## src/rtl/core/iwf_pkg.sv

```systemverilog
`timescale 1ns / 1ps
// ----------------------------------------------------------------------------
// iwf_pkg
// Shared widths, constants, command/status types and clamp helpers for the
// iterative wavefolder.
// ----------------------------------------------------------------------------
package iwf_pkg;

    localparam int FRAC_BITS = 12;
    localparam int ONE_V_I   = 1 << FRAC_BITS;
    localparam int MILLI_V_I = (ONE_V_I + 500) / 1000;

    localparam int SAMPLE_W = 17;
    localparam int CV_W     = 17;
    localparam int KNOB_W   = 16;
    localparam int FOLDED_W = 16;
    localparam int EXCESS_W = 18;
    localparam int X_W      = 24;
    localparam int ADDR_W   = 3;
    localparam int DATA_W   = 32;

    localparam logic signed [CV_W-1:0] CV_LO = CV_W'(-MILLI_V_I);
    localparam logic signed [CV_W-1:0] CV_HI = CV_W'(10 * ONE_V_I + MILLI_V_I);
    localparam logic [KNOB_W-1:0]      KNOB_MAX = KNOB_W'(10 * ONE_V_I);

    localparam logic [KNOB_W-1:0] GAIN_KNOB_RST = 16'd819;
    localparam logic [KNOB_W-1:0] FOLD_KNOB_RST = 16'd0;

    localparam logic signed [X_W-1:0] FIVE_V  = X_W'(5 * ONE_V_I);
    localparam logic signed [X_W-1:0] X_LIMIT = X_W'(1 << 22);

    localparam logic [EXCESS_W-1:0] EXC_MAX    = EXCESS_W'(58 * ONE_V_I);
    localparam logic [19:0]         EXC_D_MAX  = 20'd522651;
    localparam logic [22:0]         EXC_RECIP  = 23'd6100806;
    localparam int                  EXC_SHIFT  = 26;
    localparam logic [26:0]         DIV5_RECIP = 27'd107374183;
    localparam int                  DIV5_SHIFT = 29;

    localparam logic [0:0] REG_GAIN_KNOB = 1'b0;
    localparam logic [0:0] REG_FOLD_KNOB = 1'b1;

    typedef struct packed {
        logic load;
        logic mul0;
        logic xinit;
        logic exc_mul;
        logic exc_ld;
        logic refl_mul_a;
        logic refl_mul_b;
        logic refl_upd;
        logic refl_pos;
        logic out_ld;
        logic out_zero;
    } t_cmd;

    typedef struct packed {
        logic x_lt;
        logic x_gt;
    } t_status;

    function automatic logic signed [CV_W-1:0] cv_clamp(input logic signed [CV_W-1:0] v);
        logic signed [CV_W-1:0] r;
        r = v;
        if (v < CV_LO) begin
            r = CV_LO;
        end else if (v > CV_HI) begin
            r = CV_HI;
        end
        return r;
    endfunction

    function automatic logic signed [CV_W-1:0] knob_clamp(input logic [KNOB_W-1:0] k);
        logic signed [CV_W-1:0] r;
        r = $signed({1'b0, k});
        if (k > KNOB_MAX) begin
            r = $signed({1'b0, KNOB_MAX});
        end
        return r;
    endfunction

endpackage

```

## src/rtl/core/iwf_regs.sv

```systemverilog
`timescale 1ns / 1ps
// ----------------------------------------------------------------------------
// iwf_regs
// APB-style register file holding the gain and fold knob values.
// ----------------------------------------------------------------------------
module iwf_regs (
    input  logic                         i_clk,
    input  logic                         i_rst_n,
    input  logic                         psel,
    input  logic                         penable,
    input  logic                         pwrite,
    input  logic [iwf_pkg::ADDR_W-1:0]   paddr,
    input  logic [iwf_pkg::DATA_W-1:0]   pwdata,
    output logic [iwf_pkg::DATA_W-1:0]   prdata,
    output logic                         pready,
    output logic [iwf_pkg::KNOB_W-1:0]   o_gain_knob,
    output logic [iwf_pkg::KNOB_W-1:0]   o_fold_knob
);
    import iwf_pkg::*;

    logic [KNOB_W-1:0] r_gain_knob, n_gain_knob;
    logic [KNOB_W-1:0] r_fold_knob, n_fold_knob;
    logic              w_wr;
    logic [0:0]        w_idx;

    assign pready = 1'b1;
    assign w_wr   = psel & penable & pwrite & pready;
    assign w_idx  = paddr[ADDR_W-1 -: 1];

    always_comb begin
        n_gain_knob = r_gain_knob;
        n_fold_knob = r_fold_knob;
        if (w_wr) begin
            case (w_idx)
                REG_GAIN_KNOB: n_gain_knob = pwdata[KNOB_W-1:0];
                REG_FOLD_KNOB: n_fold_knob = pwdata[KNOB_W-1:0];
                default: ;
            endcase
        end
    end

    always_comb begin
        case (w_idx)
            REG_GAIN_KNOB: prdata = DATA_W'(r_gain_knob);
            REG_FOLD_KNOB: prdata = DATA_W'(r_fold_knob);
            default:       prdata = '0;
        endcase
    end

    always_ff @(posedge i_clk) begin
        if (!i_rst_n) begin
            r_gain_knob <= GAIN_KNOB_RST;
            r_fold_knob <= FOLD_KNOB_RST;
        end else begin
            r_gain_knob <= n_gain_knob;
            r_fold_knob <= n_fold_knob;
        end
    end

    assign o_gain_knob = r_gain_knob;
    assign o_fold_knob = r_fold_knob;

endmodule

```

## config.mk

```make
export PLATFORM = sky130hd
export DESIGN_NAME = iwf_regs
export DESIGN_NICKNAME = d
export VERILOG_FILES = /design/src/rtl/core/iwf_pkg.sv /design/src/rtl/core/iwf_regs.sv
export SDC_FILE = /design/constraint.sdc
export NUM_CORES = 1
export LEC_CHECK = 0
export BUFFER_PORTS_ARGS = -buffer_cell sky130_fd_sc_hd__clkbuf_2
export CAP_MARGIN = 20
export CORE_UTILIZATION = 45
export CTS_CLUSTER_DIAMETER = 50
export DETAILED_ROUTE_END_ITERATION = 7
export GPL_TIMING_DRIVEN = 0
export PLACE_DENSITY = 0.94
export SYNTH_ARGS = -nofsm -noshare
export SYNTH_HDL_FRONTEND = slang
export SYNTH_SLANG_ARGS = --single-unit
```

## constraint.sdc

```tcl
create_clock -name i_clk -period 1.96 [get_ports i_clk]
set_clock_uncertainty 0.1 [all_clocks]
set_input_delay 0.098 -clock i_clk [delete_from_list [all_inputs] [get_ports i_clk]]
set_output_delay 0.098 -clock i_clk [all_outputs]
set_load 0.05 [all_outputs]
```

==> run metrics <==
Critical Path Max Stage Delay between 300 and 400 ps; CTS HTree Levels 2; number of I/O pins about 110; hold endpoint o_gain_knob[13]$_SDFFE_PN0P_; largest net degree at the start of global routing 11; Fillers 280; row cnt 21; vias in the first global route ~1400; gate count of the mapped netlist between 150 and 200; post_cts resized 0; Num CTS Buffers 5; placed cell count around 300; Cell Area, Synth about 1700 um^2; Final HPWL DP ~2.8 mm; Crit Reg-Reg Startpoint o_fold_knob[5]$_SDFFE_PN0P_; worst reg2reg path depth 2; Worst Hold Class primary input to flip-flop; crit-path max FO 10; Leak between 0.001 and 0.0015 uW; Final Max Tran Viols 0; ratio of cells with drive above 1 in the final layout 0.442; Die ar. 3920 um^2; Crit path arrival time roughly 1300 ps; max cap viols 0; Clock power frac 0.273; clock sink count 32; CTS root buf clkbuf_4; CTS clk-pin slew, worst paths 100 ps; worst-case clock buffer depth 2; via count roughly 1500; WHS 72.6 ps; layout overhead on the synthesized area 40.9%; crit-path leading delay family buffers and inverters; largest area contributor in the netlist dfxtp_1; Non-Filler Instances between 300 and 400; max_slew headroom 0.659; Period minus WS final 1450 ps; CP bufs+invs 4; Antenna diodes 0; synthesized area per cell about 9.9 um^2; commonest non-fill, non-tap cell in the layout clkbuf_2; # hold bufs at CTS 16; Int Pwr between 900 and 1000 uW; Hold Crit Depth 3; drt wl/cell about 13 um; crit start category primary input; Total GRT Usage 0.223; Total Neg Setup Slack 0 ps; CORE AREA about 3400 um^2; die width about 63 um; DR pass1 iterations 4; Final ANT Viol Nets 0; crit path max-delay cell type mux2_2; via/cell ratio between 4 and 5; fin crit share 0.742; Layout Nets around 310; Final setup viols 0; RSZ-0062 raised after global routing false; Final Hold Fails 0; Yosys cell types 14; register area share after synthesis 0.388; power per cell area between 600 and 700 nW/um^2; Sw Share 0.341; reg-to-reg endpoint o_fold_knob[5]$_SDFFE_PN0P_; register bit total from synthesis 32; Flop pwr share 0.463; IO Port Bufs ~70; P_sw 497 uW; CTS tree built; combinational group share of total power 0.264; latest clock arrival within the worst-skew pair 330 ps; Worst Setup End Kind primary output; status finished, final reports clean; antenna violations before repair 0; Max rail drop VDD 0.355 mV; Routability Congestion between 0.7 and 0.8; reg2reg setup slack 1210 ps; worst slew pin tran about 500 ps; Die Ht between 60 and 70 um; critical path cell sequence clkbuf_2, buf_4, buf_4, mux2_2, clkbuf_2; DRT iter0 DRCs a little over 60; Hold Path Origin penable; most frequent cells in the layout 68 x clkbuf_2, 42 x nand2_1, 32 x mux2i_1, 32 x dfxtp_1, 19 x buf_4; Warnings, synthesis 0; starting density of the core 0.484; final wirelength between 4 and 5 mm; Post-CTS Setup Bufs 0; Synth area leaders dfxtp_1 39%, mux2i_1 19%, mux2_2 11%; area share of the largest cell type after synthesis 0.388; DRC 0; total gr overflow 0; first-pass GRT wire length 6.53 mm; critical path type primary input to primary output; max frequency approximately 700 MHz; worst path required time between 1500 and 2000 ps
through the flow:
| step | power [uW] | worst slack, ps | cell area (um^2) | utilization |
|---|---|---|---|---|
| global placement | 1040 | 541 | 2110 | 0.617 |
| floorplan | 972 | 713 | 1710 | - |
| global route | 1510 | 452 | 2330 | 0.682 |
| finish | 1460 | 506 | 2330 | 0.682 |
| CTS | 1460 | 514 | 2330 | 0.682 |
| detailed placement | 1050 | 519 | 2110 | 0.617 |
registers in the layout, indices dropped and copies added (netlist names):
register	cells
o_gain_knob	16
o_fold_knob	16
worst max path at each step:
stage                                start   endpoint  slack (ps)  depth (start not counted)
2_1_floorplan  o_gain_knob[0]$_SDFFE_PN1P_  prdata[0]         710                          1
3_3_place_gp                      paddr[2]  prdata[6]         540                          5
3_5_place_dp                      paddr[2]  prdata[6]         520                          5
4_1_cts                           paddr[2]  prdata[6]         510                          5
5_1_grt                           paddr[2]  prdata[6]         450                          5
6_report                          paddr[2]  prdata[6]         510                          5
worst register-to-register path, cell delays in order (launching register included):
cell and delay, ps:
dfxtp_1 380, nand2_1 60, mux2i_1 140
layer usage:
layer | GRT usage | wire length (um)
met1 | 0.236 | 1720
met5 | 0 | 0
met4 | 0.119 | 129
met2 | 0.402 | 2180
met3 | 0.0566 | 220
cell type report:
class | instances | area (um^2) | share of cell area
multi-input cells | 123 | 858 | 0.369
flip-flops and latches | 32 | 641 | 0.275
repair buffers | 84 | 500 | 0.215
plain buffers | 27 | 210 | 0.0903
well taps | 46 | 57.6 | 0.0247
clock buffers | 6 | 51.3 | 0.0220
clock inverters | 2 | 10.0 | 0.00430
synthesized netlist by cell type:
cell      count
buf_2         4
nand4_2       1
and4_4        1
and4b_4       1
buf_4        19
dfxtp_1      32
nand2_1      42
conb_1        2
buf_12        2
mux2i_1      32
nand4b_4      1
mux2_2       16
clkbuf_1      2
nor2b_1      12
cells by family (layout without fill, tap and decap cells):
family / Yosys count / in the layout / synth area share
multiplexers: 48 / 48 / 0.303
other: 2 / 17 / 0.00454
buffers and inverters: 27 / 119 / 0.127
flip-flops: 32 / 32 / 0.388
AND/OR/NAND/NOR: 58 / 58 / 0.178
power by group through the flow:
stage | logic (uW) | clock network [uW] | registers [uW]
CTS | 381 | 406 | 675
detailed placement | 356 | 0 | 690
global route | 402 | 433 | 678
global placement | 353 | 0 | 689
floorplan | 234 | 0 | 738
finish | 384 | 398 | 675
(Power assumes the default switching activity.)
