==> src/rtl/core/iwf_pkg.sv <==
`timescale 1ns / 1ps
// ----------------------------------------------------------------------------
// iwf_pkg
// Shared widths, constants, command/status types and clamp helpers for the
// iterative wavefolder.
// ----------------------------------------------------------------------------
package iwf_pkg;

    localparam int FRAC_BITS = 12;
    localparam int ONE_V_I   = 1 << FRAC_BITS;
    localparam int MILLI_V_I = (ONE_V_I + 500) / 1000;

    localparam int SAMPLE_W = 17;
    localparam int CV_W     = 17;
    localparam int KNOB_W   = 16;
    localparam int FOLDED_W = 16;
    localparam int EXCESS_W = 18;
    localparam int X_W      = 24;
    localparam int ADDR_W   = 3;
    localparam int DATA_W   = 32;

    localparam logic signed [CV_W-1:0] CV_LO = CV_W'(-MILLI_V_I);
    localparam logic signed [CV_W-1:0] CV_HI = CV_W'(10 * ONE_V_I + MILLI_V_I);
    localparam logic [KNOB_W-1:0]      KNOB_MAX = KNOB_W'(10 * ONE_V_I);

    localparam logic [KNOB_W-1:0] GAIN_KNOB_RST = 16'd819;
    localparam logic [KNOB_W-1:0] FOLD_KNOB_RST = 16'd0;

    localparam logic signed [X_W-1:0] FIVE_V  = X_W'(5 * ONE_V_I);
    localparam logic signed [X_W-1:0] X_LIMIT = X_W'(1 << 22);

    localparam logic [EXCESS_W-1:0] EXC_MAX    = EXCESS_W'(58 * ONE_V_I);
    localparam logic [19:0]         EXC_D_MAX  = 20'd522651;
    localparam logic [22:0]         EXC_RECIP  = 23'd6100806;
    localparam int                  EXC_SHIFT  = 26;
    localparam logic [26:0]         DIV5_RECIP = 27'd107374183;
    localparam int                  DIV5_SHIFT = 29;

    localparam logic [0:0] REG_GAIN_KNOB = 1'b0;
    localparam logic [0:0] REG_FOLD_KNOB = 1'b1;

    typedef struct packed {
        logic load;
        logic mul0;
        logic xinit;
        logic exc_mul;
        logic exc_ld;
        logic refl_mul_a;
        logic refl_mul_b;
        logic refl_upd;
        logic refl_pos;
        logic out_ld;
        logic out_zero;
    } t_cmd;

    typedef struct packed {
        logic x_lt;
        logic x_gt;
    } t_status;

    function automatic logic signed [CV_W-1:0] cv_clamp(input logic signed [CV_W-1:0] v);
        logic signed [CV_W-1:0] r;
        r = v;
        if (v < CV_LO) begin
            r = CV_LO;
        end else if (v > CV_HI) begin
            r = CV_HI;
        end
        return r;
    endfunction

    function automatic logic signed [CV_W-1:0] knob_clamp(input logic [KNOB_W-1:0] k);
        logic signed [CV_W-1:0] r;
        r = $signed({1'b0, k});
        if (k > KNOB_MAX) begin
            r = $signed({1'b0, KNOB_MAX});
        end
        return r;
    endfunction

endpackage

==> src/rtl/core/iwf_ctrl.sv <==
`timescale 1ns / 1ps
// ----------------------------------------------------------------------------
// iwf_ctrl
// Sequencer for the wavefolder: input handshake, scaling steps, the fold
// pass loop with its pass counter, and the output word handshake.
// ----------------------------------------------------------------------------
module iwf_ctrl #(
    parameter int MAX_FOLDS = 100
) (
    input  logic             i_clk,
    input  logic             i_rst_n,
    input  logic             i_in_valid,
    output logic             o_in_ready,
    output logic             o_out_valid,
    input  logic             i_out_ready,
    input  iwf_pkg::t_status i_status,
    output iwf_pkg::t_cmd    o_cmd
);
    import iwf_pkg::*;

    localparam int PW = (MAX_FOLDS > 1) ? $clog2(MAX_FOLDS) : 1;
    localparam logic [PW-1:0] LAST_PASS = PW'(MAX_FOLDS - 1);

    typedef enum logic [9:0] {
        S_IDLE   = 10'b0000000001,
        S_MUL0   = 10'b0000000010,
        S_XINIT  = 10'b0000000100,
        S_EXC    = 10'b0000001000,
        S_EXCW   = 10'b0000010000,
        S_DECIDE = 10'b0000100000,
        S_MULA   = 10'b0001000000,
        S_MULB   = 10'b0010000000,
        S_UPD    = 10'b0100000000,
        S_OUT    = 10'b1000000000
    } t_state;

    typedef enum logic [1:0] {
        STG_START    = 2'd0,
        STG_NEG_DONE = 2'd1,
        STG_POS_DONE = 2'd2
    } t_stage;

    t_state        r_state, n_state;
    t_stage        r_stage, n_stage;
    logic [PW-1:0] r_pass, n_pass;
    logic          r_pos, n_pos;
    logic          r_inside, n_inside;
    logic          r_out_valid, n_out_valid;

    // decision for one look at x
    logic w_go, w_go_pos, w_fin, w_fin_in, w_step;
    logic w_in_range;

    assign w_in_range = !i_status.x_lt && !i_status.x_gt;

    always_comb begin
        w_go     = 1'b0;
        w_go_pos = 1'b0;
        w_fin    = 1'b0;
        w_fin_in = 1'b0;
        w_step   = 1'b0;
        case (r_stage)
            STG_START: begin
                if (w_in_range) begin
                    w_fin    = 1'b1;
                    w_fin_in = 1'b1;
                end else begin
                    w_go     = 1'b1;
                    w_go_pos = i_status.x_gt;
                end
            end
            STG_NEG_DONE, STG_POS_DONE: begin
                if (r_stage == STG_NEG_DONE && i_status.x_gt) begin
                    w_go     = 1'b1;
                    w_go_pos = 1'b1;
                end else if (w_in_range) begin
                    w_fin    = 1'b1;
                    w_fin_in = 1'b1;
                end else if (r_pass == LAST_PASS) begin
                    w_fin = 1'b1;
                end else begin
                    // next pass starts right away
                    w_step   = 1'b1;
                    w_go     = 1'b1;
                    w_go_pos = i_status.x_gt;
                end
            end
            default: begin
                w_fin = 1'b1;
            end
        endcase
    end

    always_comb begin
        n_state  = r_state;
        n_stage  = r_stage;
        n_pass   = r_pass;
        n_pos    = r_pos;
        n_inside = r_inside;
        o_cmd    = '0;
        o_cmd.refl_pos = r_pos;
        case (r_state)
            S_IDLE: begin
                if (i_in_valid) begin
                    o_cmd.load = 1'b1;
                    n_pass     = '0;
                    n_stage    = STG_START;
                    n_state    = S_MUL0;
                end
            end
            S_MUL0: begin
                o_cmd.mul0 = 1'b1;
                n_state    = S_XINIT;
            end
            S_XINIT: begin
                o_cmd.xinit = 1'b1;
                n_state     = S_EXC;
            end
            S_EXC: begin
                o_cmd.exc_mul = 1'b1;
                n_state       = S_EXCW;
            end
            S_EXCW: begin
                o_cmd.exc_ld = 1'b1;
                n_state      = S_DECIDE;
            end
            S_DECIDE: begin
                if (w_step) begin
                    n_pass = r_pass + 1'b1;
                end
                if (w_go) begin
                    n_pos   = w_go_pos;
                    n_state = S_MULA;
                end else if (w_fin) begin
                    n_inside = w_fin_in;
                    n_state  = S_OUT;
                end
            end
            S_MULA: begin
                o_cmd.refl_mul_a = 1'b1;
                n_state          = S_MULB;
            end
            S_MULB: begin
                o_cmd.refl_mul_b = 1'b1;
                n_state          = S_UPD;
            end
            S_UPD: begin
                o_cmd.refl_upd = 1'b1;
                n_stage        = r_pos ? STG_POS_DONE : STG_NEG_DONE;
                n_state        = S_DECIDE;
            end
            S_OUT: begin
                if (!r_out_valid || i_out_ready) begin
                    o_cmd.out_ld   = 1'b1;
                    o_cmd.out_zero = !r_inside;
                    n_state        = S_IDLE;
                end
            end
            default: begin
                n_state = S_IDLE;
            end
        endcase
    end

    assign n_out_valid = o_cmd.out_ld | (r_out_valid & ~i_out_ready);

    always_ff @(posedge i_clk) begin
        if (!i_rst_n) begin
            r_state     <= S_IDLE;
            r_stage     <= STG_START;
            r_pass      <= '0;
            r_pos       <= 1'b0;
            r_inside    <= 1'b0;
            r_out_valid <= 1'b0;
        end else begin
            r_state     <= n_state;
            r_stage     <= n_stage;
            r_pass      <= n_pass;
            r_pos       <= n_pos;
            r_inside    <= n_inside;
            r_out_valid <= n_out_valid;
        end
    end

    assign o_in_ready  = (r_state == S_IDLE);
    assign o_out_valid = r_out_valid;

endmodule

==> config.mk <==
export PLATFORM = sky130hd
export DESIGN_NAME = iwf_ctrl
export DESIGN_NICKNAME = d
export VERILOG_FILES = /design/src/rtl/core/iwf_pkg.sv /design/src/rtl/core/iwf_ctrl.sv
export SDC_FILE = /design/constraint.sdc
export NUM_CORES = 1
export LEC_CHECK = 0
export BUFFER_PORTS_ARGS = -buffer_cell sky130_fd_sc_hd__buf_2
export CORE_UTILIZATION = 50
export CTS_CLUSTER_SIZE = 14
export DETAILED_ROUTE_END_ITERATION = 12
export PLACE_DENSITY = 0.81
export SYNTH_ARGS = -nofsm -noshare
export SYNTH_HDL_FRONTEND = slang
export SYNTH_SLANG_ARGS = --single-unit
export TNS_END_PERCENT = 5
==> constraint.sdc <==
create_clock -name i_clk -period 2.5 [get_ports i_clk]
set_input_delay 0.125 -clock i_clk [delete_from_list [all_inputs] [get_ports i_clk]]
set_output_delay 0.125 -clock i_clk [all_outputs]
set_load 0.03 [all_outputs]
==> impl_metrics.py <==
metrics = {
    "setup_path": {
        "cpPeakStageDelay_ns": 0.43,
        "path_cells": "nor4b_1 -> nand3_1 -> nor2_1 -> buf_2",
        "cp-start-kind": "register",
        "r2r_start": "r_stage[1]",
        "regToRegSetupSlack_ns": 0.41,
        "worstPathRequired_ns": 2.38,
        "rr_endpoint": "r_pass[6]",
        "crit_type": "register to output port",
        "ff2ff_path_depth": 8,
        "worstPathMaxFanout": 9,
        "slowest_stage": "dfxtp_1",
        "crit_path_end_kind": "output port",
        "critPathArrivalTime_ns": 1.99,
    },
    "synthesis": {
        "ys_seq_elements": 22,
        "syn_avg_cell_area_um2": 8.39,
        "synth_area_mm2": 0.00131,
        "syn-num-nets": 166,
        "ys.flop_type": "dfxtp_1",
        "yosysTopAreaCell": "dfxtp_1",
        "netlist.area_leader.share_pct": 33.7,
        "synth.top_cells.by_area": "dfxtp_1 (34%), nor2_1 (6.0%), nand2_1 (4.3%)",
        "yosysWarnings": 0,
        "syn_inst": 156,
        "ys_seq_area_share_pct": 33.7,
        "synth_edf_count": 0,
        "synth_cell_types": 49,
        "async_flop_share_pct": 0,
    },
    "power_and_ir_drop": {
        "switching_share_pct": 30.9,
        "p_comb_share_pct": 19.0,
        "power_switching_uw": 220,
        "max-vdd-ir-drop_mv": 0.337,
        "power.density_mw_per_mm2": 496,
        "power_leakage_uw": 0.000593,
        "p_clk_share_pct": 28.8,
        "p_seq_share_pct": 52.2,
        "cellInternalPower_uw": 492,
    },
    "detailed_routing": {
        "drt_wl_total_um": 2720,
        "dr.pass1.iters": 4,
        "drcViolationCount": 0,
        "drt_iter0_drc": 24,
        "wl_per_cell_um": 13.4,
        "antenna_left": 0,
        "vias": 1126,
        "routed_via_density": 5.55,
    },
    "cells_and_area": {
        "drive_above_1_share_pct": 20.2,
        "synthToLayoutAreaGrowth_pct": 9.66,
        "num-fill-cells": 238,
        "fin_nets": 184,
        "num_antenna_cells": 0,
        "seq_area_um2": 440,
        "multiInputGateArea_um2": 805,
    },
    "cts": {
        "tritoncts": "yes",
        "cts_sinks": 22,
        "insertion_delay_ns": 0.32,
        "h-tree-depth": 1,
        "post_cts_buffers": 0,
        "path_clk_slew_ns": 0.13,
        "clockBufferDepth": 2,
        "cts_resized": 0,
        "cts_root_buffer": "clkbuf_4",
        "holdBufCountCts": 0,
        "numCtsBuffers": 3,
    },
    "global_routing": {
        "gr-total-overflow": 0,
        "grt_antenna_before_repair": 0,
        "grt_max_degree": 13,
        "groute.usage.overall_pct": 22.4,
        "grt_pass1_wl_um": 4480,
        "grt_pass1_vias": 1037,
    },
    "sta": {
        "max_slew_margin_pct": 71.6,
        "rsz0062_at_grt": "no",
        "tns_ns": 0,
        "fin_worst_skew_ns": 0.00434,
        "setup_viol": 0,
        "fin_ws_ns": 0.387,
        "fmax_ghz": 0.473,
        "slew_violations": 0,
        "fin_crit_ns": 2.11,
        "hold_viol": 0,
        "fin_crit_sh_pct": 84.5,
        "worst_pin_slew_ns": 0.424,
    },
    "run_status": {
        "status": "finished clean",
    },
    "place": {
        "dp_hpwl_um": 2070,
        "gp_congestion": 0.822,
        "pre_cts_ws_ns": 0.457,
        "portBuffers": 18,
    },
    "worst_hold_path": {
        "worstHoldStart": "i_out_ready",
        "whs_path_depth": 3,
        "holdPathEnd": "o_out_valid",
        "hp-class": "primary input to register",
    },
    "floorplan": {
        "die_area_mm2": 0.00283,
        "io_pins": 19,
        "die_h_um": 53.2,
        "start_util_pct": 52.8,
        "core_mm2": 0.00248,
        "die-width_um": 53.2,
        "rows": 18,
    },
    "run": {
        "timing.max_cap.violations": 0,
    },
}
routing by layer:
metal	track usage (%)	vias up	wire length, um
li1	-	580	-
met1	27.5	516	1300
met2	37.3	25	1280
met3	2.59	5	88
met4	13.2	0	56
met5	0	-	0
worst max path at each step:
stage | from | to | slack, ns
after floorplan | r_state[2] | r_stage[1] | 0.48
after global placement | r_stage[0] | r_pass[6] | 0.62
after CTS | r_state[2] | o_cmd[10] | 0.39
after global routing | r_state[2] | o_cmd[10] | 0.24
final | r_state[2] | o_cmd[10] | 0.39
after detailed placement | r_stage[1] | r_pass[6] | 0.46
power by group through the flow:
stage	Sequential, uW	Combinational (uW)	Clock (uW)
finish	372	135	205
global route	374	149	220
CTS	372	136	211
detailed placement	379	133	0
global placement	379	131	0
floorplan	376	105	0
worst max-delay path, delay by kind of cell, from the launching register on:
family / cells / cell delay, ns
flops: 1 / 0.43
buf+inv: 1 / 0.26
simple gates: 3 / 0.97
placed cells by master (no fill, tap or decap), types with 2 or more instances in the layout:
cell type	instances
mux2i_1	2
a21oi_1	7
dfxtp_1	22
nand3_1	2
buf_2	18
o21a_1	2
nand2b_1	6
clkbuf_4	3
nor2_1	21
inv_1	7
o21ai_0	5
nand2_1	15
o21ai_1	2
xnor2_1	3
nor4_1	3
a21boi_0	2
nor2b_1	6
and3_1	4
nor3b_1	2
xor2_1	3
nor3_1	7
ha_1	4
cells in the mapped netlist, drive strengths merged (2+ instances only):
cell type and count:
nor4b 2, and2 2, nor2 22, and3 4, inv 7, o21ai 7
nand4 2, nor2b 6, dfxtp 22, a21oi 7, nand2 15, nand2b 6
a211oi 2, nand3 2, nor3b 2, buf 4, o21a 2, nor3 8
xor2 3, xnor2 3, nor4 5, mux2i 2, a21boi 4, ha 4
o211ai 2
layout make-up:
| class | instances | area share, % |
|---|---|---|
| Clock buffer | 4 | 2.53 |
| Tap cell | 30 | 2.62 |
| Multi-Input combinational cell | 122 | 56.1 |
| Sequential cell | 22 | 30.7 |
| Inverter | 7 | 1.83 |
| Timing Repair Buffer | 18 | 6.28 |
flip-flops by register name (all words and copies together), names as in the netlist:
signal,count
o_out_valid,1
r_inside,1
r_pass,7
r_pos,1
r_stage,2
r_state,10
cell families after synthesis:
| kind of cell | share of synthesized area (%) |
|---|---|
| XOR/XNOR | 4.02 |
| multiplexers | 1.53 |
| flip-flops | 33.7 |
| buffers and inverters | 4.88 |
| adder cells (fa/ha/maj) | 3.82 |
| AND/OR/NAND/NOR | 36.6 |
| AO/OA/AOI/OAI | 15.5 |
metrics by stage:
step / total power (uW) / cell area [um2] / util, % / hold slack [ns] / cells
after floorplan: 480 / 1310 / - / 0.264 / 156
after global placement: 509 / 1400 / 56.5 / 0.415 / 199
after detailed placement: 512 / 1400 / 56.5 / 0.423 / 199
after CTS: 718 / 1440 / 57.9 / 0.0725 / 203
after global routing: 743 / 1440 / 57.9 / 0.0840 / 203
final: 712 / 1440 / 57.9 / 0.0734 / 203
No activity file was read; power rests on OpenSTA's default activity.
